<file path="config.mk">
export PLATFORM = sky130hd
export DESIGN_NAME = dcu_sieve
export DESIGN_NICKNAME = d
export VERILOG_FILES = /design/src/dcu_pkg.sv /design/src/dcu_sieve.sv
export SDC_FILE = /design/constraint.sdc
export NUM_CORES = 1
export LEC_CHECK = 0
export BUFFER_PORTS_ARGS = -buffer_cell sky130_fd_sc_hd__buf_2
export CORE_UTILIZATION = 44
export DETAILED_ROUTE_END_ITERATION = 6
export PLACE_DENSITY_LB_ADDON = 0.25
export SLEW_MARGIN = 10
export SYNTH_ARGS = -nofsm -noshare
export SYNTH_HDL_FRONTEND = slang
export SYNTH_SLANG_ARGS = --single-unit
</file>
<file path="constraint.sdc">
create_clock -name clk -period 10.6 [get_ports clk]
set_input_delay 0.53 -clock clk [delete_from_list [all_inputs] [get_ports clk]]
set_output_delay 0.53 -clock clk [all_outputs]
set_load 0.01 [all_outputs]
</file>
<file path="src/dcu_pkg.sv">
`timescale 1ns / 1ps
// dcu_pkg: shared constants, tables, types and state encodings of the divisor count unit
package dcu_pkg;

    // field widths
    localparam int VALUE_W = 20;
    localparam int COUNT_W = 8;

    // flag memory covers 0 .. VALUE_LIMIT-1
    localparam int VALUE_LIMIT = 1048576;
    localparam int FLAG_AW = (VALUE_LIMIT > 2) ? $clog2(VALUE_LIMIT) : 1;
    localparam int FLAG_W = 2;
    localparam int FLAG_PRIME_BIT = 0;
    localparam int FLAG_SQUARE_BIT = 1;

    // compare width that holds both a value and the limit
    localparam int LIMIT_W = $clog2(VALUE_LIMIT + 1);
    localparam int CMP_W = (VALUE_W > LIMIT_W) ? VALUE_W : LIMIT_W;
    localparam logic [CMP_W-1:0] LIMIT_CMP = CMP_W'(VALUE_LIMIT);

    // sieve square and stride index width
    localparam int SQ_W = FLAG_AW + 2;

    // smallest i with i*i*i >= VALUE_LIMIT
    function automatic int cube_bound();
        int i;
        i = 1;
        while (i * i * i < VALUE_LIMIT)
            i++;
        return i;
    endfunction

    // smallest i with i*i >= VALUE_LIMIT
    function automatic int root_bound();
        int i;
        i = 1;
        while (i * i < VALUE_LIMIT)
            i++;
        return i;
    endfunction

    localparam int CUBE_BOUND = cube_bound();
    localparam int ROOT_BOUND = root_bound();
    localparam int ROOT_W = $clog2(ROOT_BOUND + 1);
    localparam int PW = (CUBE_BOUND > 2) ? $clog2(CUBE_BOUND) : 1;

    // number of primes below the cube bound
    function automatic int count_small_primes();
        int n;
        logic composite [CUBE_BOUND];
        n = 0;
        for (int i = 0; i < CUBE_BOUND; i++)
            composite[i] = 1'b0;
        for (int i = 2; i < CUBE_BOUND; i++) begin
            if (!composite[i]) begin
                n++;
                for (int j = i * i; j < CUBE_BOUND; j += i)
                    composite[j] = 1'b1;
            end
        end
        return n;
    endfunction

    localparam int SMALL_PRIME_COUNT = count_small_primes();
    localparam int SP_TAB = (SMALL_PRIME_COUNT > 0) ? SMALL_PRIME_COUNT : 1;
    localparam int SP_AW = (SP_TAB > 1) ? $clog2(SP_TAB) : 1;
    localparam int SP_IW = $clog2(SP_TAB + 1);

    // exponent counter and divider step counter
    localparam int E_W = $clog2(VALUE_W + 1);
    localparam int DIV_CW = $clog2(VALUE_W);

    typedef logic [PW-1:0] prime_table_t [SP_TAB];
    typedef logic [CMP_W-1:0] cube_table_t [SP_TAB];

    function automatic prime_table_t build_primes();
        prime_table_t t;
        int n;
        logic composite [CUBE_BOUND];
        n = 0;
        for (int k = 0; k < SP_TAB; k++)
            t[k] = '0;
        for (int i = 0; i < CUBE_BOUND; i++)
            composite[i] = 1'b0;
        for (int i = 2; i < CUBE_BOUND; i++) begin
            if (!composite[i]) begin
                t[n] = PW'(i);
                n++;
                for (int j = i * i; j < CUBE_BOUND; j += i)
                    composite[j] = 1'b1;
            end
        end
        return t;
    endfunction

    localparam prime_table_t SMALL_PRIMES = build_primes();

    function automatic cube_table_t build_cubes();
        cube_table_t t;
        int p;
        for (int k = 0; k < SP_TAB; k++) begin
            p = int'(SMALL_PRIMES[k]);
            t[k] = CMP_W'(p * p * p);
        end
        return t;
    endfunction

    localparam cube_table_t SMALL_CUBES = build_cubes();

    // one port of the flag memory
    typedef struct packed {
        logic               wr_en;
        logic [FLAG_AW-1:0] wr_addr;
        logic [FLAG_W-1:0]  wr_data;
        logic               rd_en;
        logic [FLAG_AW-1:0] rd_addr;
    } ram_port_t;

    // trial division request and response
    typedef struct packed {
        logic               start;
        logic [VALUE_W-1:0] dividend;
        logic [PW-1:0]      divisor;
    } div_req_t;

    typedef struct packed {
        logic               done;
        logic [VALUE_W-1:0] quotient;
        logic               exact;
    } div_rsp_t;

    typedef enum logic [2:0] {
        S_FILL,
        S_READ,
        S_CHECK,
        S_CROSS,
        S_DONE
    } sieve_state_t;

    typedef enum logic [2:0] {
        C_IDLE,
        C_PRIME,
        C_DIV,
        C_LOOK,
        C_CLASS,
        C_FINISH
    } core_state_t;

endpackage

</file>
<file path="src/dcu_sieve.sv">
`timescale 1ns / 1ps
// dcu_sieve: builds the prime and prime-square flags in the flag memory after reset
module dcu_sieve (
    input  logic                       clk,
    input  logic                       rst_n,
    input  logic [dcu_pkg::FLAG_W-1:0] rd_data,
    output dcu_pkg::ram_port_t         port,
    output logic                       done
);
    import dcu_pkg::*;

    localparam logic [SQ_W-1:0] SQ_LIMIT = SQ_W'(VALUE_LIMIT);
    localparam logic [FLAG_AW-1:0] LAST_ADDR = FLAG_AW'(VALUE_LIMIT - 1);

    sieve_state_t       state_reg, state_next;
    logic [FLAG_AW-1:0] fill_reg, fill_next;
    logic [ROOT_W-1:0]  i_reg, i_next;
    logic [SQ_W-1:0]    sq_reg, sq_next;
    logic [SQ_W-1:0]    j_reg, j_next;

    logic [SQ_W-1:0]    sq_adv;
    logic               adv_done;
    logic               is_prime;
    logic               cross_more;

    // (i+1)^2 = i^2 + 2i + 1
    assign sq_adv = sq_reg + SQ_W'({i_reg, 1'b1});
    assign adv_done = (sq_adv >= SQ_LIMIT);
    assign is_prime = rd_data[FLAG_PRIME_BIT];
    assign cross_more = (j_reg < SQ_LIMIT);

    // next state
    always_comb
    begin
        state_next = state_reg;
        case (state_reg)
            S_FILL:
            begin
                if (fill_reg == LAST_ADDR)
                begin
                    state_next = (sq_reg >= SQ_LIMIT) ? S_DONE : S_READ;
                end
            end
            S_READ:
            begin
                state_next = S_CHECK;
            end
            S_CHECK:
            begin
                if (is_prime)
                begin
                    state_next = S_CROSS;
                end
                else
                begin
                    state_next = adv_done ? S_DONE : S_READ;
                end
            end
            S_CROSS:
            begin
                if (!cross_more)
                begin
                    state_next = adv_done ? S_DONE : S_READ;
                end
            end
            S_DONE:
            begin
                state_next = S_DONE;
            end
            default:
            begin
                state_next = S_FILL;
            end
        endcase
    end

    // memory port and counters
    always_comb
    begin
        port = '0;
        fill_next = fill_reg;
        i_next = i_reg;
        sq_next = sq_reg;
        j_next = j_reg;
        done = 1'b0;
        case (state_reg)
            S_FILL:
            begin
                port.wr_en = 1'b1;
                port.wr_addr = fill_reg;
                port.wr_data[FLAG_PRIME_BIT] = (fill_reg > FLAG_AW'(1));
                fill_next = fill_reg + FLAG_AW'(1);
            end
            S_READ:
            begin
                port.rd_en = 1'b1;
                port.rd_addr = FLAG_AW'(i_reg);
            end
            S_CHECK:
            begin
                if (is_prime)
                begin
                    // i*i is the only multiple of i that is a prime square
                    port.wr_en = 1'b1;
                    port.wr_addr = FLAG_AW'(sq_reg);
                    port.wr_data[FLAG_SQUARE_BIT] = 1'b1;
                    j_next = sq_reg + SQ_W'(i_reg);
                end
                else
                begin
                    i_next = i_reg + ROOT_W'(1);
                    sq_next = sq_adv;
                end
            end
            S_CROSS:
            begin
                if (cross_more)
                begin
                    port.wr_en = 1'b1;
                    port.wr_addr = FLAG_AW'(j_reg);
                    j_next = j_reg + SQ_W'(i_reg);
                end
                else
                begin
                    i_next = i_reg + ROOT_W'(1);
                    sq_next = sq_adv;
                end
            end
            S_DONE:
            begin
                done = 1'b1;
            end
            default:
            begin
                done = 1'b0;
            end
        endcase
    end

    always_ff @(posedge clk or negedge rst_n)
    begin
        if (!rst_n)
        begin
            state_reg <= S_FILL;
            fill_reg <= '0;
            i_reg <= ROOT_W'(2);
            sq_reg <= SQ_W'(4);
            j_reg <= '0;
        end
        else
        begin
            state_reg <= state_next;
            fill_reg <= fill_next;
            i_reg <= i_next;
            sq_reg <= sq_next;
            j_reg <= j_next;
        end
    end

endmodule

</file>
======== Yosys cells after proc, flatten, opt, wreduce, memory -nomap -nowiden ========
Index checks and enable logic that the tools add are counted.
W data, S select, Z words.
storage, ports and cells
  register bits ........................... 78
  bits of input ports ..................... 4
  output and inout bits ................... 45
  word-level logic and storage cells ...... 51
operators by class
  add/subtract/negate cells ............... 5
  magnitude comparators ................... 4
  eq/ne operators ......................... 10
  mux-type cells .......................... 22
  reductions and logical operators ........ 5
operators by type and width
  cell                     count
  $mux W22                 5
  $pmux W22 S2             2
  $pmux W21 S3             1
  $add A22 B11 Y22         2
  $ge A22 B21 Y1 const B   2
  $mux W21                 2
  $add A22 B12 Y22         1
  $lt A22 B21 Y1 const B   1
  $mux W11                 2
  $pmux W11 S2             1
  $add A20 B1 Y20 const B  1
  $eq A20 B20 Y1 const B   1
  $gt A20 B1 Y1 const B    1
  $mux W3                  5
  $pmux W3 S5              1
  $add A11 B1 Y11 const B  1
  $ne A2 B2 Y1 const B     5
  $eq A3 B2 Y1 const B     2
  $reduce_and A3 Y1        2
  $eq A3 B1 Y1 const B     1
  $eq A3 B3 Y1 const B     1
  $logic_not A3 Y1         1
  $mux W1                  3
  $reduce_and A2 Y1        1
  $reduce_bool A2 Y1       1

======== Depth between registers and ports, before layout ========
  depth in word-level cells ............... 5
  mapped depth ............................ 17
  depth with buffers taken out ............ 13

======== Worst setup path before layout ========
No wires, ideal clock.
  path type ............................... reg2reg
  start point ............................. register state_reg[1]
  end point ............................... register j_reg[20]
  setup time .............................. 0.104 ns
  arrival time ............................ 3.538 ns
  required time ........................... 10.496 ns
  setup slack ............................. 6.958 ns
  cell stages (with the launch flop) ...... 18
  path buffers ............................ 5
  period minus slack after synthesis ...... 3.642 ns
  path through ............................ dfrtp_1 -> buf_2 -> and3b_1 -> buf_6 -> buf_2 -> buf_1 -> buf_1 -> o21ai_0 -> ha_1 -> inv_1 -> fa_1 -> nand2b_1 -> a211oi_1 -> o21bai_1 -> a211oi_4 -> o21ai_2 -> mux2_4 -> a221oi_1
between the ends
  cells in the longest elaborated chain, start to end .. 3
  elaborated cells between the ends (all ways) .. 7
  those cells by class .................... eq/ne (4); mux (1); reduce/logical (2)
ends and longest elaborated chain
  what                                                          RTL line          RTL
  start, declared                                               dcu_sieve.sv:15   sieve_state_t state_reg, state_next;
  start signal, assigned                                        dcu_sieve.sv:152  state_reg <= state_next;
  $eq A3 B2 Y1                                                  dcu_sieve.sv:86   case (state_reg)
  $ne A2 B2 Y1 (no line) or $reduce_bool A2 Y1 (tied branches)  --
  $reduce_and A3 Y1 (no line)                                   --
  end signal, assigned                                          dcu_sieve.sv:156  j_reg <= j_next;
  end, declared                                                 dcu_sieve.sv:19   logic [SQ_W-1:0] j_reg, j_next;
Several ways; a longest one is shown, not always the timed one.
A chain may end at the register's enable or synchronous reset.

==> impl_results.md <==
* First-pass GRT wire length at 23.5 mm
* Crit path max-delay family: simple AND/OR/NAND/NOR gates
* Synth cell types at 67
* Setup_tns at 0 ns
* Area contributors post-synth: dfrtp_1 35%, nand2_1 6.8%, ha_1 5.9%, xnor2_1 5.9%, o21ai_0 4.1%
* Wire per inst at between 15 and 20 um
* Tmin final at 3.85 ns
* Cell Chain, Critical Path: nor2b_1 -> a21oi_1 -> nor2_1 -> nand2_1 -> inv_1 -> a222oi_1 -> inv_1 -> buf_2
* Reg2reg setup slack at roughly 6.8 ns
* Via/cell ratio at ~5.7
* Critical path arrival at around 3.3 ns
* Diodes inserted at 0
* Place WS at about 7 ns
* Power density cells at roughly 100 mW/mm^2
* Crit. End Element: primary output
* DRT Pass-1 Iters at 7
* DRC viols at 18
* Share of power burned in the clock network at 49.9%
* Status: complete, but fails checks
* Vias in the first global route at 4591
* Switch Pwr at 0.136 mW
* DP Cell Count at about 830
* Top_reg_cell synth: dfrtp_1
* Cell count after synthesis at about 660
* Post-DP HPWL at approximately 10 mm
* VDD IR max at 0.0703 mV
* HP Class: input pin to async pin
* Post-CTS Repair Setup Buffers at 0
* RSZ-0062 raised after global routing: no
* Drt total wl at approximately 14 mm
* Yosys warns at 0
* Worst Path Buf+Inv at 3
* Hold_buf cts at 0
* Cell taking the most area after synthesis: dfrtp_1
* Layout cells sized above 1 at about a tenth
* Setup Skew at between 0.004 and 0.005 ns
* Switching share of total power at between 20% and 30%
* Clock latency at the later pin of the worst-skew pair at between 0.3 and 0.4 ns
* Die Ht at roughly 110 um
* Slew Limit Fails at 0
* Port Buffers at 38
* # setup viols final at 0
* Pleak at 2.95 nW
* Share of the core filled with cells at about half
* Initial Util at between 40% and 50%
* Die Wd at ~110 um
* CORE AREA at 0.0121 mm^2
* CP required at ~10 ns
* Num CTS Buffers at 9
* Final instance area at 0.00607 mm^2
* CTS Sinks at a little under 80
* Fin crit share at 36.3%
* Fin nets at approximately 710
* Die area at roughly 0.013 mm^2
* CTS tree: yes
* Sequential share of the synthesized area at a little over a third
* DRT iter0 DRCs at between 400 and 500
* Pin count of the biggest net entering global routing at slightly below 80
* Max cap viols at 0
* Worst r2r src: state_reg[2]$_DFFE_PN0P_
* Highest clock rate at ~260 MHz
* Mapped Area at roughly 0.0055 mm^2
* CTS H-tree depth at 3
* Placer Congestion at 0.885
* PnR worst setup slack at around 6.8 ns
* Final Non-Filler Cells at 850
* Reg2reg path depth at 14
* CP max stage cell: inv_1
* Rel. slew slack at 28.9%
* Post-CTS sizing at 0
* All-layer global routing usage at between 20% and 30%
* Bufs on Longest Clock Path at 2
* Comb pwr share at between 2 and 2.5%
* Placed inst area at 0.00577 mm^2
* Vias at 4865
* Ys async rst share at between 90% and 100%
* Synth Area per Inst at roughly 8.4 um^2
* Detail Route Antenna Nets at 0
* Clock transition at path regs at approximately 0.06 ns
* Slew at the pin with the worst max-slew slack at approximately 1.1 ns
* WS Path Type: flop to primary output
* Synth top area share at 34.5%
* Crit path max fanout at 21
* Failing checks: DRC
* I/O Pins at 49
* Area growth syn-to-layout at 10.3%
* Pint at approximately 0.50 mW
* FF-to-FF End: j_reg[20]$_DFFE_PN0P_
* Number of synthesized flops with an enable pin at 0
* Initial antenna violation count at 0
* Clock Tree Root: clkbuf_16
* Final Hold Fails at 0
* Register bit total from synthesis at about 80
* Worst stage delay on the critical path at about 0.67 ns
* Crit path launch type: flop
* GRT overflow at 0
* Rows at 40
* Most used cell, CP: inv_1
* Sequential share of power at a little under half
[cell usage after synthesis, types with 3 or more instances]
cell and n:
clkbuf_1 27, nand2b_1 7, buf_2 3, nand4_1 11, dfrtp_1 76, o21ai_0 45, a211oi_1 3, nand3_1 20
and3_1 8, inv_1 41, buf_4 9, nor2b_1 3, or2_2 3, a21o_1 12, nor4_1 5, ha_1 26
a221oi_1 7, a21oi_1 34, nor3_1 9, o21a_1 5, xor2_1 20, a31oi_1 4, nand2_1 100, nor2_1 49
a222oi_1 20, a2111oi_0 3, and2_1 11, xnor2_1 37, mux2i_1 6, or3_1 4
[per-stage QoR]
step,hold slack [ns],power (mW)
2_1_floorplan,0.234,0.318
3_3_place_gp,0.487,0.323
3_5_place_dp,0.495,0.324
4_1_cts,0.397,0.642
5_1_grt,0.438,0.655
6_report,0.331,0.635
[kinds of logic after synthesis]
kind of cell	synth area share [%]
and+or+nand+nor	20.5
AOI/OAI and AO/OA	20.0
buffers and inverters	6.68
DFF	35.5
xor gates and xnor gates	9.07
adders and majority gates	6.63
muxes	1.57
other	0.0681
[power by group through the flow]
stage / combinational (mW) / clock (mW) / sequential, mW
after floorplan: 0.00981 / 0 / 0.308
after detailed placement: 0.0152 / 0 / 0.309
after global routing: 0.0175 / 0.334 / 0.304
after global placement: 0.0148 / 0 / 0.308
final: 0.0147 / 0.317 / 0.303
after CTS: 0.0152 / 0.324 / 0.303
[layout make-up]
cell class                 instances  area, um^2
fill                            1160        6040
multi-input combinational        503        3210
sequential                        78        1950
clock buffer                      13         260
timing repair buffer              44         238
tap                              168         210
inverter                          41         154
clock inverter                     3        42.5
[metal layers]
| layer | global-route usage, % | share of wire [%] | vias up |
|---|---|---|---|
| met5 | 0 | 0 | - |
| met4 | 9.70 | 2.2 | 0 |
| met3 | 6.16 | 7.1 | 25 |
| met2 | 36.0 | 45 | 168 |
| met1 | 32.0 | 46 | 2323 |
| li1 | - | - | 2349 |
[worst reg2reg max path: cells and delay by family (launching register included)]
family	cells	cell delay [ns]
adder cells (fa/ha/maj)	2	0.59
AND/OR/NAND/NOR	3	0.54
buffers and inverters	2	0.48
multiplexers	1	0.31
flip-flops	1	0.47
AO/OA/AOI/OAI	6	1.35
[cells in the final DEF (no fill, tap or decap), types with 4 or more instances in the layout]
cell / n
o21ai_0: 45
nor3_1: 9
o21a_1: 5
a221oi_1: 7
mux2i_1: 6
or3_1: 4
nand3_1: 20
a21oi_1: 34
buf_4: 7
a21o_1: 12
and3_1: 8
nor2_1: 49
ha_1: 26
buf_2: 37
and2_1: 11
a222oi_1: 20
conb_1: 9
xnor2_1: 37
xor2_1: 20
nand2b_1: 7
a31oi_1: 4
clkbuf_16: 9
nand2_1: 100
nand4_1: 11
dfrtp_1: 76
inv_1: 41
nor4_1: 5
[how the worst max path moves through the flow]
stage / start / to / slack, ns / depth (start not counted)
2_1_floorplan: state_reg[1]$_DFFE_PN0P_ / j_reg[20]$_DFFE_PN0P_ / 6.96 / 17
3_3_place_gp: state_reg[2]$_DFFE_PN0P_ / j_reg[20]$_DFFE_PN0P_ / 6.86 / 14
3_5_place_dp: state_reg[2]$_DFFE_PN0P_ / j_reg[20]$_DFFE_PN0P_ / 6.81 / 14
4_1_cts: state_reg[2]$_DFFE_PN0P_ / port[34] / 6.77 / 7
5_1_grt: state_reg[2]$_DFFE_PN0P_ / j_reg[12]$_DFFE_PN0P_ / 6.49 / 14
6_report: state_reg[0]$_DFFE_PN0P_ / port[30] / 6.75 / 8
Power figures use the tool's default switching activity.
