### config.mk
export PLATFORM = sky130hd
export DESIGN_NAME = dcu_divider
export DESIGN_NICKNAME = d
export VERILOG_FILES = /design/src/dcu_pkg.sv /design/src/dcu_divider.sv
export SDC_FILE = /design/constraint.sdc
export NUM_CORES = 1
export LEC_CHECK = 0
export ABC_CLOCK_PERIOD_IN_PS = 2200
export BUFFER_PORTS_ARGS = -buffer_cell sky130_fd_sc_hd__buf_2
export CORE_UTILIZATION = 56
export CTS_BUF_LIST = sky130_fd_sc_hd__clkbuf_8
export CTS_CLUSTER_DIAMETER = 200
export DETAILED_ROUTE_END_ITERATION = 10
export GPL_ROUTABILITY_DRIVEN = 0
export PLACE_DENSITY = 0.93
export SYNTH_ARGS = -nofsm -noshare
export SYNTH_HDL_FRONTEND = slang
export SYNTH_SLANG_ARGS = --single-unit
### constraint.sdc
create_clock -name clk -period 2.2 [get_ports clk]
set_input_delay 0.66 -clock clk [delete_from_list [all_inputs] [get_ports clk]]
set_output_delay 0.66 -clock clk [all_outputs]
set_load 0.005 [all_outputs]
### src/dcu_pkg.sv
`timescale 1ns / 1ps
// dcu_pkg: shared constants, tables, types and state encodings of the divisor count unit
package dcu_pkg;

    // field widths
    localparam int VALUE_W = 20;
    localparam int COUNT_W = 8;

    // flag memory covers 0 .. VALUE_LIMIT-1
    localparam int VALUE_LIMIT = 1048576;
    localparam int FLAG_AW = (VALUE_LIMIT > 2) ? $clog2(VALUE_LIMIT) : 1;
    localparam int FLAG_W = 2;
    localparam int FLAG_PRIME_BIT = 0;
    localparam int FLAG_SQUARE_BIT = 1;

    // compare width that holds both a value and the limit
    localparam int LIMIT_W = $clog2(VALUE_LIMIT + 1);
    localparam int CMP_W = (VALUE_W > LIMIT_W) ? VALUE_W : LIMIT_W;
    localparam logic [CMP_W-1:0] LIMIT_CMP = CMP_W'(VALUE_LIMIT);

    // sieve square and stride index width
    localparam int SQ_W = FLAG_AW + 2;

    // smallest i with i*i*i >= VALUE_LIMIT
    function automatic int cube_bound();
        int i;
        i = 1;
        while (i * i * i < VALUE_LIMIT)
            i++;
        return i;
    endfunction

    // smallest i with i*i >= VALUE_LIMIT
    function automatic int root_bound();
        int i;
        i = 1;
        while (i * i < VALUE_LIMIT)
            i++;
        return i;
    endfunction

    localparam int CUBE_BOUND = cube_bound();
    localparam int ROOT_BOUND = root_bound();
    localparam int ROOT_W = $clog2(ROOT_BOUND + 1);
    localparam int PW = (CUBE_BOUND > 2) ? $clog2(CUBE_BOUND) : 1;

    // number of primes below the cube bound
    function automatic int count_small_primes();
        int n;
        logic composite [CUBE_BOUND];
        n = 0;
        for (int i = 0; i < CUBE_BOUND; i++)
            composite[i] = 1'b0;
        for (int i = 2; i < CUBE_BOUND; i++) begin
            if (!composite[i]) begin
                n++;
                for (int j = i * i; j < CUBE_BOUND; j += i)
                    composite[j] = 1'b1;
            end
        end
        return n;
    endfunction

    localparam int SMALL_PRIME_COUNT = count_small_primes();
    localparam int SP_TAB = (SMALL_PRIME_COUNT > 0) ? SMALL_PRIME_COUNT : 1;
    localparam int SP_AW = (SP_TAB > 1) ? $clog2(SP_TAB) : 1;
    localparam int SP_IW = $clog2(SP_TAB + 1);

    // exponent counter and divider step counter
    localparam int E_W = $clog2(VALUE_W + 1);
    localparam int DIV_CW = $clog2(VALUE_W);

    typedef logic [PW-1:0] prime_table_t [SP_TAB];
    typedef logic [CMP_W-1:0] cube_table_t [SP_TAB];

    function automatic prime_table_t build_primes();
        prime_table_t t;
        int n;
        logic composite [CUBE_BOUND];
        n = 0;
        for (int k = 0; k < SP_TAB; k++)
            t[k] = '0;
        for (int i = 0; i < CUBE_BOUND; i++)
            composite[i] = 1'b0;
        for (int i = 2; i < CUBE_BOUND; i++) begin
            if (!composite[i]) begin
                t[n] = PW'(i);
                n++;
                for (int j = i * i; j < CUBE_BOUND; j += i)
                    composite[j] = 1'b1;
            end
        end
        return t;
    endfunction

    localparam prime_table_t SMALL_PRIMES = build_primes();

    function automatic cube_table_t build_cubes();
        cube_table_t t;
        int p;
        for (int k = 0; k < SP_TAB; k++) begin
            p = int'(SMALL_PRIMES[k]);
            t[k] = CMP_W'(p * p * p);
        end
        return t;
    endfunction

    localparam cube_table_t SMALL_CUBES = build_cubes();

    // one port of the flag memory
    typedef struct packed {
        logic               wr_en;
        logic [FLAG_AW-1:0] wr_addr;
        logic [FLAG_W-1:0]  wr_data;
        logic               rd_en;
        logic [FLAG_AW-1:0] rd_addr;
    } ram_port_t;

    // trial division request and response
    typedef struct packed {
        logic               start;
        logic [VALUE_W-1:0] dividend;
        logic [PW-1:0]      divisor;
    } div_req_t;

    typedef struct packed {
        logic               done;
        logic [VALUE_W-1:0] quotient;
        logic               exact;
    } div_rsp_t;

    typedef enum logic [2:0] {
        S_FILL,
        S_READ,
        S_CHECK,
        S_CROSS,
        S_DONE
    } sieve_state_t;

    typedef enum logic [2:0] {
        C_IDLE,
        C_PRIME,
        C_DIV,
        C_LOOK,
        C_CLASS,
        C_FINISH
    } core_state_t;

endpackage

### src/dcu_divider.sv
`timescale 1ns / 1ps
// dcu_divider: bit-serial restoring divider for trial division by a small prime
module dcu_divider (
    input  logic              clk,
    input  logic              rst_n,
    input  dcu_pkg::div_req_t req,
    output dcu_pkg::div_rsp_t rsp
);
    import dcu_pkg::*;

    logic              busy_reg, busy_next;
    logic              done_reg, done_next;
    logic [DIV_CW-1:0] cnt_reg, cnt_next;
    logic [VALUE_W-1:0] quo_reg, quo_next;
    logic [PW-1:0]     part_reg, part_next;
    logic [PW-1:0]     dsr_reg, dsr_next;

    logic [PW:0]       trial;
    logic [PW:0]       diff;
    logic              fits;

    assign trial = {part_reg, quo_reg[VALUE_W-1]};
    assign diff = trial - {1'b0, dsr_reg};
    assign fits = (trial >= {1'b0, dsr_reg});

    always_comb
    begin
        busy_next = busy_reg;
        done_next = 1'b0;
        cnt_next = cnt_reg;
        quo_next = quo_reg;
        part_next = part_reg;
        dsr_next = dsr_reg;
        if (req.start)
        begin
            busy_next = 1'b1;
            cnt_next = '0;
            quo_next = req.dividend;
            part_next = '0;
            dsr_next = req.divisor;
        end
        else if (busy_reg)
        begin
            // one quotient bit per cycle
            quo_next = {quo_reg[VALUE_W-2:0], fits};
            part_next = fits ? diff[PW-1:0] : trial[PW-1:0];
            cnt_next = cnt_reg + DIV_CW'(1);
            if (cnt_reg == DIV_CW'(VALUE_W - 1))
            begin
                busy_next = 1'b0;
                done_next = 1'b1;
            end
        end
    end

    always_ff @(posedge clk or negedge rst_n)
    begin
        if (!rst_n)
        begin
            busy_reg <= 1'b0;
            done_reg <= 1'b0;
            cnt_reg <= '0;
        end
        else
        begin
            busy_reg <= busy_next;
            done_reg <= done_next;
            cnt_reg <= cnt_next;
        end
    end

    always_ff @(posedge clk)
    begin
        quo_reg <= quo_next;
        part_reg <= part_next;
        dsr_reg <= dsr_next;
    end

    assign rsp.done = done_reg;
    assign rsp.quotient = quo_reg;
    assign rsp.exact = (part_reg == '0);

endmodule

; ---- Word-level counts from Yosys, hierarchy flattened
; Cells that the tools add are included.
[word_totals]
out_inout_bits = 22
inputBits = 30
ff_bits = 41
wordCells = 23
[classes]
mux = 11
n_addsub = 2
magnitude_cmp = 1
eq_ne = 1
reduce_logical = 2
[ops]
columns = operator, count
row1 = 20-bit two-way mux, 2
row2 = 5-bit two-way mux, 2
row3 = 8-bit by 7-bit greater-or-equal comparator with 1-bit output, 1
row4 = 7-bit zero test, 1
row5 = 7-bit two-way mux, 1
row6 = 7-bit subtractor, 1
row7 = 1-bit two-way mux, 6
row8 = "5-bit by 1-bit adder with 5-bit output, second input constant", 1
row9 = "5-bit equality test, second input constant", 1
row10 = 2-bit nonzero test, 1

; ---- Depth between registers and ports, before layout
; Gate-level depths: netlist of run 1.
[logic_depth]
depth_word = 4
ltp_mapped = 7
mapped_depth_nobuf = 7

; ---- Worst setup path after synthesis of run 1
; Ideal clock, no wire load.
[synth_path]
path_type = flip-flop to flip-flop
startpoint = register quo_reg[19]
endpoint = register part_reg[3]
path_stages_with_launch = 8
n_path_buf = 0
required_time_ns = 2.071
setup_slack_ns = 0.216
arrival_time_ns = 1.854
period_less_slack_ns = 1.984
setup_ns = 0.129
cell_sequence = edfxtp_1 inv_1 ha_1 fa_1 nand2b_2 a211o_4 a41oi_1 o31ai_1
[synth_between]
elab_chain_len = 2
word_cells_on_any_way = 3
classes_between = add/sub: 1 / order compare: 1 / mux: 1
[synth_lines]
columns = element, line
row1 = start: declaration, dcu_divider.sv:14  ; logic [VALUE_W-1:0] quo_reg, quo_next;
row2 = start signal: assignment, dcu_divider.sv:74  ; quo_reg <= quo_next;
row3 = 7-bit subtractor or 8-bit by 7-bit greater-or-equal comparator with 1-bit output (tied branches), "dcu_divider.sv:23, dcu_divider.sv:24"
row4 = 7-bit two-way mux (*), dcu_divider.sv:46  ; part_next = fits ? diff[PW-1:0] : trial[PW-1:0];
row5 = end signal: assignment, dcu_divider.sv:75  ; part_reg <= part_next;
row6 = end: declaration, dcu_divider.sv:15  ; logic [PW-1:0] part_reg, part_next;
; Every way passes the cells marked *; elsewhere a longest branch is shown, timed or not.
; A chain may end at the register's enable or synchronous reset.

==> flow_metrics.py, run 1 <==
metrics = {
    "run_status": {
        "run_status": "completed",
    },
    "floorplanning": {
        "floorplan.rows": 22,
        "floorplan.die.height_um": 65.0,
        "floorplan.io_pins": 52,
        "core_region_area_mm2": 0.00374,
        "die_x_um": 65.0,
        "dieArea_mm2": 0.00423,
        "floorplan.initialDensity": 0.595,
    },
    "synth": {
        "netlist_top_cells_area": "sky130_fd_sc_hd__edfxtp_1 (36%), sky130_fd_sc_hd__mux2_2 (10%), sky130_fd_sc_hd__dfrtp_1 (7.9%), sky130_fd_sc_hd__dfxtp_1 (6.3%), sky130_fd_sc_hd__ha_1 (4.5%)",
        "synth_cells": 187,
        "synth_top_area_cell": "sky130_fd_sc_hd__edfxtp_1",
        "post_synth_and_or_nand_nor_area_fraction": 0.151,
        "seq_area_frac_synth": 0.506,
        "synth_area_mm2": 0.00223,
        "synth.area.mux_share": 0.106,
        "synth_nets": 226,
        "primary_flip_flop_cell_chosen_by_synthesis_mapping": "sky130_fd_sc_hd__edfxtp_1",
        "synth_top_family_by_area": "simple AND/OR/NAND/NOR gates",
        "syn-mean-instance-area_um2": 11.9,
        "adder_and_majority_gate_portion_of_the_synthesized_area": 0.0540,
        "synth.ff_latch_count": 41,
        "synthDominantCellAreaShare": 0.364,
        "ys_warn_count": 0,
        "synth_edf_count": 27,
        "synth_xor_area_frac": 0.0236,
        "ys_async_sr_fraction": 0.171,
        "synth_cell_type_count": 53,
        "synth_compound_gate_area_share": 0.117,
    },
    "setup_path": {
        "max_stage_delay_ps": 540,
        "crit_slowest_cell": "sky130_fd_sc_hd__or4_4",
        "setup.reg_to_reg.worst_slack_ps": 80,
        "path_depth": 3,
        "cp_num_buf_inv": 1,
        "worst_path_dominant_cell_family": "simple AND/OR/NAND/NOR gates",
        "worst_ep_arrival_time_ps": 1500,
        "end_kind": "output pin",
        "timing.critical_path.fanout_max": 4,
        "cp.required_ps": 1540,
        "timing.setup.critical_path_class": "flip-flop to output pin",
        "worstRegToRegCells": 6,
        "worst_setup_path_start_kind": "flip-flop",
        "cp_cell_sequence": "or4_4 -> nor4_4 -> buf_2",
    },
    "sta": {
        "max_freq_mhz": 464,
        "skew_ps": 10.5,
        "final_min_period_over_clock_period": 0.980,
        "whs_ps": 169,
        "actual_transition_at_the_worst_max_transition_pin_ps": 462,
        "report.final.setup_viol": 0,
        "finalHoldViolations": 0,
        "max-slew-margin-rel": 0.692,
        "timing.final.crit_period_ps": 2160,
        "slew_viol_final": 0,
        "timing.final.ws_setup_ps": 43.4,
    },
    "final_layout": {
        "syn2layout_area_growth_pct": 19.9,
        "multi_input_comb_area_mm2": 0.00103,
        "layout-drive-gt1-share": 0.417,
        "diodes_inserted": 0,
        "layout.filler_cells": 265,
        "largest_register_ff_count": 20,
        "seq_area_mm2": 0.00113,
        "finish.net_count": 280,
    },
    "min_path": {
        "holdCritPathClass": "input port to asynchronous set/reset pin",
    },
    "pwr": {
        "power.leakage_nw": 1.16,
        "totalPowerFinal_mw": 2.85,
        "power.density_cell_area_mw_per_mm2": 1070,
        "vdd.ir_drop.worst_uv": 575,
    },
    "cts": {
        "postCtsSetupBuffers": 0,
        "clock-root-buffer": "sky130_fd_sc_hd__clkbuf_8",
        "cts.path.max_buffers": 2,
        "clk_latency_ps": 300,
        "cts-buffers-inserted": 5,
        "clk_pin_slew_ps": 80,
        "htree_levels": 2,
        "number_of_sinks_driven_by_the_clock_tree": 41,
        "tritoncts": "built",
    },
    "job": {
        "maxCapViolCount": 0,
    },
    "global_route": {
        "via_count_of_the_first_global_routing_pass": 1642,
        "gr-usage-all-layers": 0.247,
        "grt_antenna_before_repair": 0,
        "maximum_number_of_pins_on_one_net_before_global_route_repair": 21,
        "gr-total-overflow": 0,
        "wire_length_of_the_first_global_routing_pass_um": 7560,
    },
    "detailed_routing": {
        "route.detailed.vias_per_inst": 5.82,
        "drt_pass1_iterations": 4,
        "via_total_after_detailed_routing": 1688,
        "detail_route.iter0.violations": 98,
        "routedWlPerCell_um": 16.4,
        "drcViolationCount": 0,
        "totalWireLength_um": 4770,
        "postRouteAntennaNets": 0,
    },
    "placement": {
        "place.detailed.hpwl_um": 3500,
        "preCtsSetupSlack_ps": 105,
        "io_buffers": 51,
    },
}
-- per-layer routing --
| layer | wire (µm) | up-vias | global-route usage |
|---|---|---|---|
| met2 | 2460 | 51 | 0.409 |
| met5 | 0 | - | 0 |
| li1 | - | 805 | - |
| met1 | 2000 | 822 | 0.297 |
| met3 | 201 | 10 | 0.0704 |
| met4 | 99 | 0 | 0.109 |
-- timing repair --
action / in CTS / in global routing
endpoints found under the hold margin: 0 / 0
hold buffers: 0 / 0
endpoints found under the setup margin: 1 / 8
resized for setup: 1 / 5
-- report_power, final --
part | switching, mW | internal (mW) | leakage, nW
clock | 0.265 | 0.336 | 0.0595
combinational | 0.595 | 0.558 | 0.667
sequential | 0.135 | 0.965 | 0.430
total | 0.995 | 1.86 | 1.16
-- synthesized netlist by cell type (all sizes together), types with 2 or more instances --
cell type / count
nand3: 4
nor3b: 7
or2: 3
dfrtp: 7
o31ai: 3
buf: 7
xnor2: 3
ha: 8
o311ai: 3
o21ai: 4
nor3: 4
nand4: 4
o21a: 2
dfxtp: 7
nand2b: 3
nor2b: 4
xor2: 3
clkbuf: 3
a41oi: 4
a211oi: 4
nand2: 9
inv: 10
edfxtp: 27
mux2: 20
nor2: 14
-- path summary, 6_finish.rpt --
kind	from	end
max reg2reg	part_reg[0]$_SDFFE_PP0P_	part_reg[6]$_SDFFE_PP0P_
min in group clk	req[0]	dsr_reg[0]$_DFFE_PP_
max	part_reg[3]$_SDFFE_PP0P_	rsp[0]
min reg2reg	part_reg[2]$_SDFFE_PP0P_	part_reg[2]$_SDFFE_PP0P_
max in group asynchronous	rst_n	cnt_reg[0]$_DFFE_PN0P_
min	rst_n	cnt_reg[2]$_DFFE_PN0P_
-- cell type report --
| type | instances | share of cell area |
|---|---|---|
| timing repair buffer | 57 | 0.113 |
| multi-input combinational | 126 | 0.387 |
| clock buffer | 5 | 0.0258 |
| tap | 48 | 0.0225 |
| inverter | 10 | 0.0141 |
| sequential | 41 | 0.422 |
| clock inverter | 3 | 0.0159 |
-- cells by family after synthesis --
family | after synthesis
flops | 41
buf+inv | 20
compound gates | 30
xor+xnor | 6
mux | 21
fa+ha+maj | 9
simple gates | 60
-- through the flow --
stage	instances	util	TNS (ps)	cell area [µm²]
after CTS	290	0.707	0	2650
after global placement	282	0.675	0	2530
after floorplan	187	-	0	2230
after detailed placement	282	0.675	0	2530
final	290	0.713	0	2670
after global routing	290	0.713	-28.7	2670
-- placed cells by master, fill, tap and decap left out, types with 2 or more instances in the layout --
| cell type | Yosys | layout |
|---|---|---|
| sky130_fd_sc_hd__a211oi_1 | 3 | 3 |
| sky130_fd_sc_hd__a41oi_1 | 4 | 3 |
| sky130_fd_sc_hd__buf_2 | 2 | 51 |
| sky130_fd_sc_hd__buf_4 | 3 | 6 |
| sky130_fd_sc_hd__clkbuf_8 | 0 | 5 |
| sky130_fd_sc_hd__dfrtp_1 | 7 | 7 |
| sky130_fd_sc_hd__dfxtp_1 | 7 | 6 |
| sky130_fd_sc_hd__edfxtp_1 | 27 | 27 |
| sky130_fd_sc_hd__ha_1 | 8 | 8 |
| sky130_fd_sc_hd__inv_1 | 10 | 11 |
| sky130_fd_sc_hd__mux2_2 | 20 | 20 |
| sky130_fd_sc_hd__nand2_1 | 9 | 9 |
| sky130_fd_sc_hd__nand2b_1 | 2 | 2 |
| sky130_fd_sc_hd__nand3_1 | 3 | 3 |
| sky130_fd_sc_hd__nand4_1 | 4 | 4 |
| sky130_fd_sc_hd__nor2_1 | 14 | 14 |
| sky130_fd_sc_hd__nor2b_1 | 4 | 4 |
| sky130_fd_sc_hd__nor3_1 | 4 | 4 |
| sky130_fd_sc_hd__nor3b_1 | 7 | 7 |
| sky130_fd_sc_hd__o21a_1 | 2 | 2 |
| sky130_fd_sc_hd__o21ai_0 | 2 | 2 |
| sky130_fd_sc_hd__o21ai_1 | 2 | 2 |
| sky130_fd_sc_hd__o311ai_1 | 2 | 2 |
| sky130_fd_sc_hd__o31ai_1 | 3 | 3 |
| sky130_fd_sc_hd__or2_2 | 3 | 3 |
| sky130_fd_sc_hd__xnor2_1 | 3 | 3 |
| sky130_fd_sc_hd__xor2_1 | 3 | 3 |
Note: power is estimated with default switching activity, not from simulation.
==> run 2, diff against run 1 <==
==> constraint.sdc (replaced) <==
create_clock -name clk -period 2.2 [get_ports clk]
set_input_delay 0.11 -clock clk [delete_from_list [all_inputs] [get_ports clk]]
set_output_delay 0.11 -clock clk [all_outputs]
set_load 0.005 [all_outputs]
==> run 2 against run 1 <==
Against the previous run:
- register-to-register slack worse by 30 ps
- first-iteration DRC count is 4.1% higher
- global-route usage down 0.11 points
- sequential power about the same
- utilization is 1.2 points higher
- sequential share of layout area fell by 0.73 points
- clock skew is 3.1 ps lower
- cell count up 2.1%
- critical path type is now flip-flop to flip-flop
- largest power group unchanged
==> flow_metrics.py, run 2 (same netlist as run 1, synthesis figures left out) <==
metrics = {
    "cts": {
        "clk_latency_ps": 310,
        "tritoncts": "built",
        "cts-buffers-inserted": 5,
        "cts.path.max_buffers": 2,
        "htree_levels": 2,
        "clk_pin_slew_ps": 90,
        "clock-root-buffer": "sky130_fd_sc_hd__clkbuf_8",
        "number_of_sinks_driven_by_the_clock_tree": 41,
    },
    "sta": {
        "finalHoldViolations": 0,
        "whs_ps": 103,
        "grt_setup_unrepaired": "false",
        "skew_ps": 7.42,
        "slew_viol_final": 0,
        "setup_tns_ps": 0,
        "actual_transition_at_the_worst_max_transition_pin_ps": 468,
        "max_freq_mhz": 465,
        "timing.final.crit_period_ps": 2150,
        "report.final.setup_viol": 0,
        "max-slew-margin-rel": 0.688,
        "timing.final.ws_setup_ps": 49.6,
        "final_min_period_over_clock_period": 0.977,
    },
    "detailed_routing": {
        "route.detailed.vias_per_inst": 5.86,
        "drcViolationCount": 0,
        "detail_route.iter0.violations": 102,
        "drt_pass1_iterations": 4,
        "via_total_after_detailed_routing": 1734,
        "postRouteAntennaNets": 0,
        "totalWireLength_um": 4900,
        "routedWlPerCell_um": 16.5,
    },
    "job": {
        "maxCapViolCount": 0,
    },
    "global_route": {
        "via_count_of_the_first_global_routing_pass": 1652,
        "grt_antenna_before_repair": 0,
        "globalRouteMet3Util": 0.0528,
        "gr-usage-all-layers": 0.246,
        "wire_length_of_the_first_global_routing_pass_um": 7490,
        "met2_usage": 0.430,
        "gr-total-overflow": 0,
        "global_route.peak_usage_layer": "met2",
        "maximum_number_of_pins_on_one_net_before_global_route_repair": 43,
        "grt_util_met1": 0.292,
    },
    "floorplanning": {
        "floorplan.rows": 22,
        "dieArea_mm2": 0.00423,
        "die_x_um": 65.0,
        "floorplan.initialDensity": 0.595,
        "floorplan.die.height_um": 65.0,
        "floorplan.io_pins": 52,
        "core_region_area_mm2": 0.00374,
    },
    "final_layout": {
        "finish.net_count": 286,
        "layout-drive-gt1-share": 0.387,
        "diodes_inserted": 0,
        "largest_register_ff_count": 20,
        "stdcell_count": 296,
        "layout.cells.most_common": "sky130_fd_sc_hd__buf_2",
        "syn2layout_area_growth_pct": 21.9,
        "mostFrequentLayoutCells": "sky130_fd_sc_hd__buf_2 (51), sky130_fd_sc_hd__edfxtp_1 (27), sky130_fd_sc_hd__mux2_2 (20), sky130_fd_sc_hd__nor2_1 (14), sky130_fd_sc_hd__inv_1 (10)",
    },
    "placement": {
        "dpl.cell_count": 278,
        "io_buffers": 51,
        "place.detailed.hpwl_um": 3380,
        "preCtsSetupSlack_ps": 93.7,
    },
    "setup_path": {
        "cp.required_ps": 2380,
        "end_kind": "flip-flop",
        "worst_ep_arrival_time_ps": 2330,
        "timing.critical_path.fanout_max": 8,
        "regToRegStartpoint": "quo_reg[19]$_DFFE_PP_",
        "critPathLaunch": "quo_reg[19]$_DFFE_PP_",
        "timing.setup.critical_path_class": "flip-flop to flip-flop",
        "worst_setup_path_start_kind": "flip-flop",
    },
    "pwr": {
        "seqPwrFrac": 0.394,
        "vdd.ir_drop.worst_uv": 611,
        "power_report.internal_total_mw": 1.71,
        "power.share.clock": 0.192,
        "power.leakage_nw": 1.17,
        "power.switching_mw": 1.01,
        "swShare": 0.370,
        "proportion_of_power_drawn_by_combinational_gates": 0.414,
        "power.density_cell_area_mw_per_mm2": 1000,
    },
    "min_path": {
        "timing.hold.worst.start": "req[19]",
        "holdCritPathClass": "input port to flip-flop",
    },
    "run_status": {
        "run_status": "completed",
    },
}
[run 2: cell count changes in the layout (fill, tap and decap cells not counted), sizes merged]
| cell | before | now |
|---|---|---|
| buf | 57 | 55 |
| inv | 11 | 12 |
| dlygate4sd3 | 0 | 8 |
| bufinv | 1 | 0 |
[run 2: cell type report]
type,count,area [µm²]
sequential,41,1130
timing repair buffer,63,378
fill,255,1030
clock buffer,5,68.8
tap,48,60.1
multi-input combinational,126,1020
clock inverter,3,23.8
inverter,10,37.5
[run 2: metal layers]
layer / wire, µm / vias up / part of all wire
met4: 129 / 0 / 0.026
met5: 0 / - / 0
li1: - / 815 / -
met3: 298 / 12 / 0.061
met1: 1930 / 846 / 0.39
met2: 2540 / 61 / 0.52
[run 2: critical path: stages, from the launching register on]
cell,delay (ps)
sky130_fd_sc_hd__edfxtp_1,360
sky130_fd_sc_hd__inv_1,50
sky130_fd_sc_hd__ha_1,220
sky130_fd_sc_hd__fa_1,400
sky130_fd_sc_hd__nand2b_2,250
sky130_fd_sc_hd__a211o_4,390
sky130_fd_sc_hd__nand3_1,150
sky130_fd_sc_hd__mux2_2,200
[run 2: final timing paths]
check	end	slack [ps]	cells after the start
setup / recovery	quo_reg[0]$_DFFE_PP_	50	7
hold / removal	quo_reg[12]$_DFFE_PP_	100	2
setup reg to reg	quo_reg[0]$_DFFE_PP_	50	7
hold reg to reg	done_reg$_DFF_PN0_	550	2
max in group asynchronous	cnt_reg[4]$_DFFE_PN0P_	1900	2
min in group asynchronous	cnt_reg[1]$_DFFE_PN0P_	150	2
[run 2: power by group through the flow]
stage / Sequential (mW) / Combinational, mW / Clock [mW]
after floorplan: 1.06 / 0.802 / 0
final: 1.07 / 1.13 / 0.524
after global routing: 1.09 / 1.23 / 0.550
after CTS: 1.07 / 1.07 / 0.531
after detailed placement: 1.08 / 1.05 / 0
after global placement: 1.08 / 1.01 / 0
[run 2: metrics by stage]
stage          total power [mW]   util  cell area (µm²)
4_1_cts                    2.67  0.717             2680
3_5_place_dp               2.13  0.670             2510
6_report                   2.72  0.725             2710
3_3_place_gp               2.09  0.670             2510
5_1_grt                    2.87  0.725             2710
2_1_floorplan              1.86      -             2230
[run 2: repair_timing]
item / 4_1_cts / 5_1_grt
hold buffers: 8 / 0
endpoints found under the setup margin: 0 / 4
hold endpoints to repair: 14 / 0
setup buffers: 0 / 2
resized for setup: 0 / 2
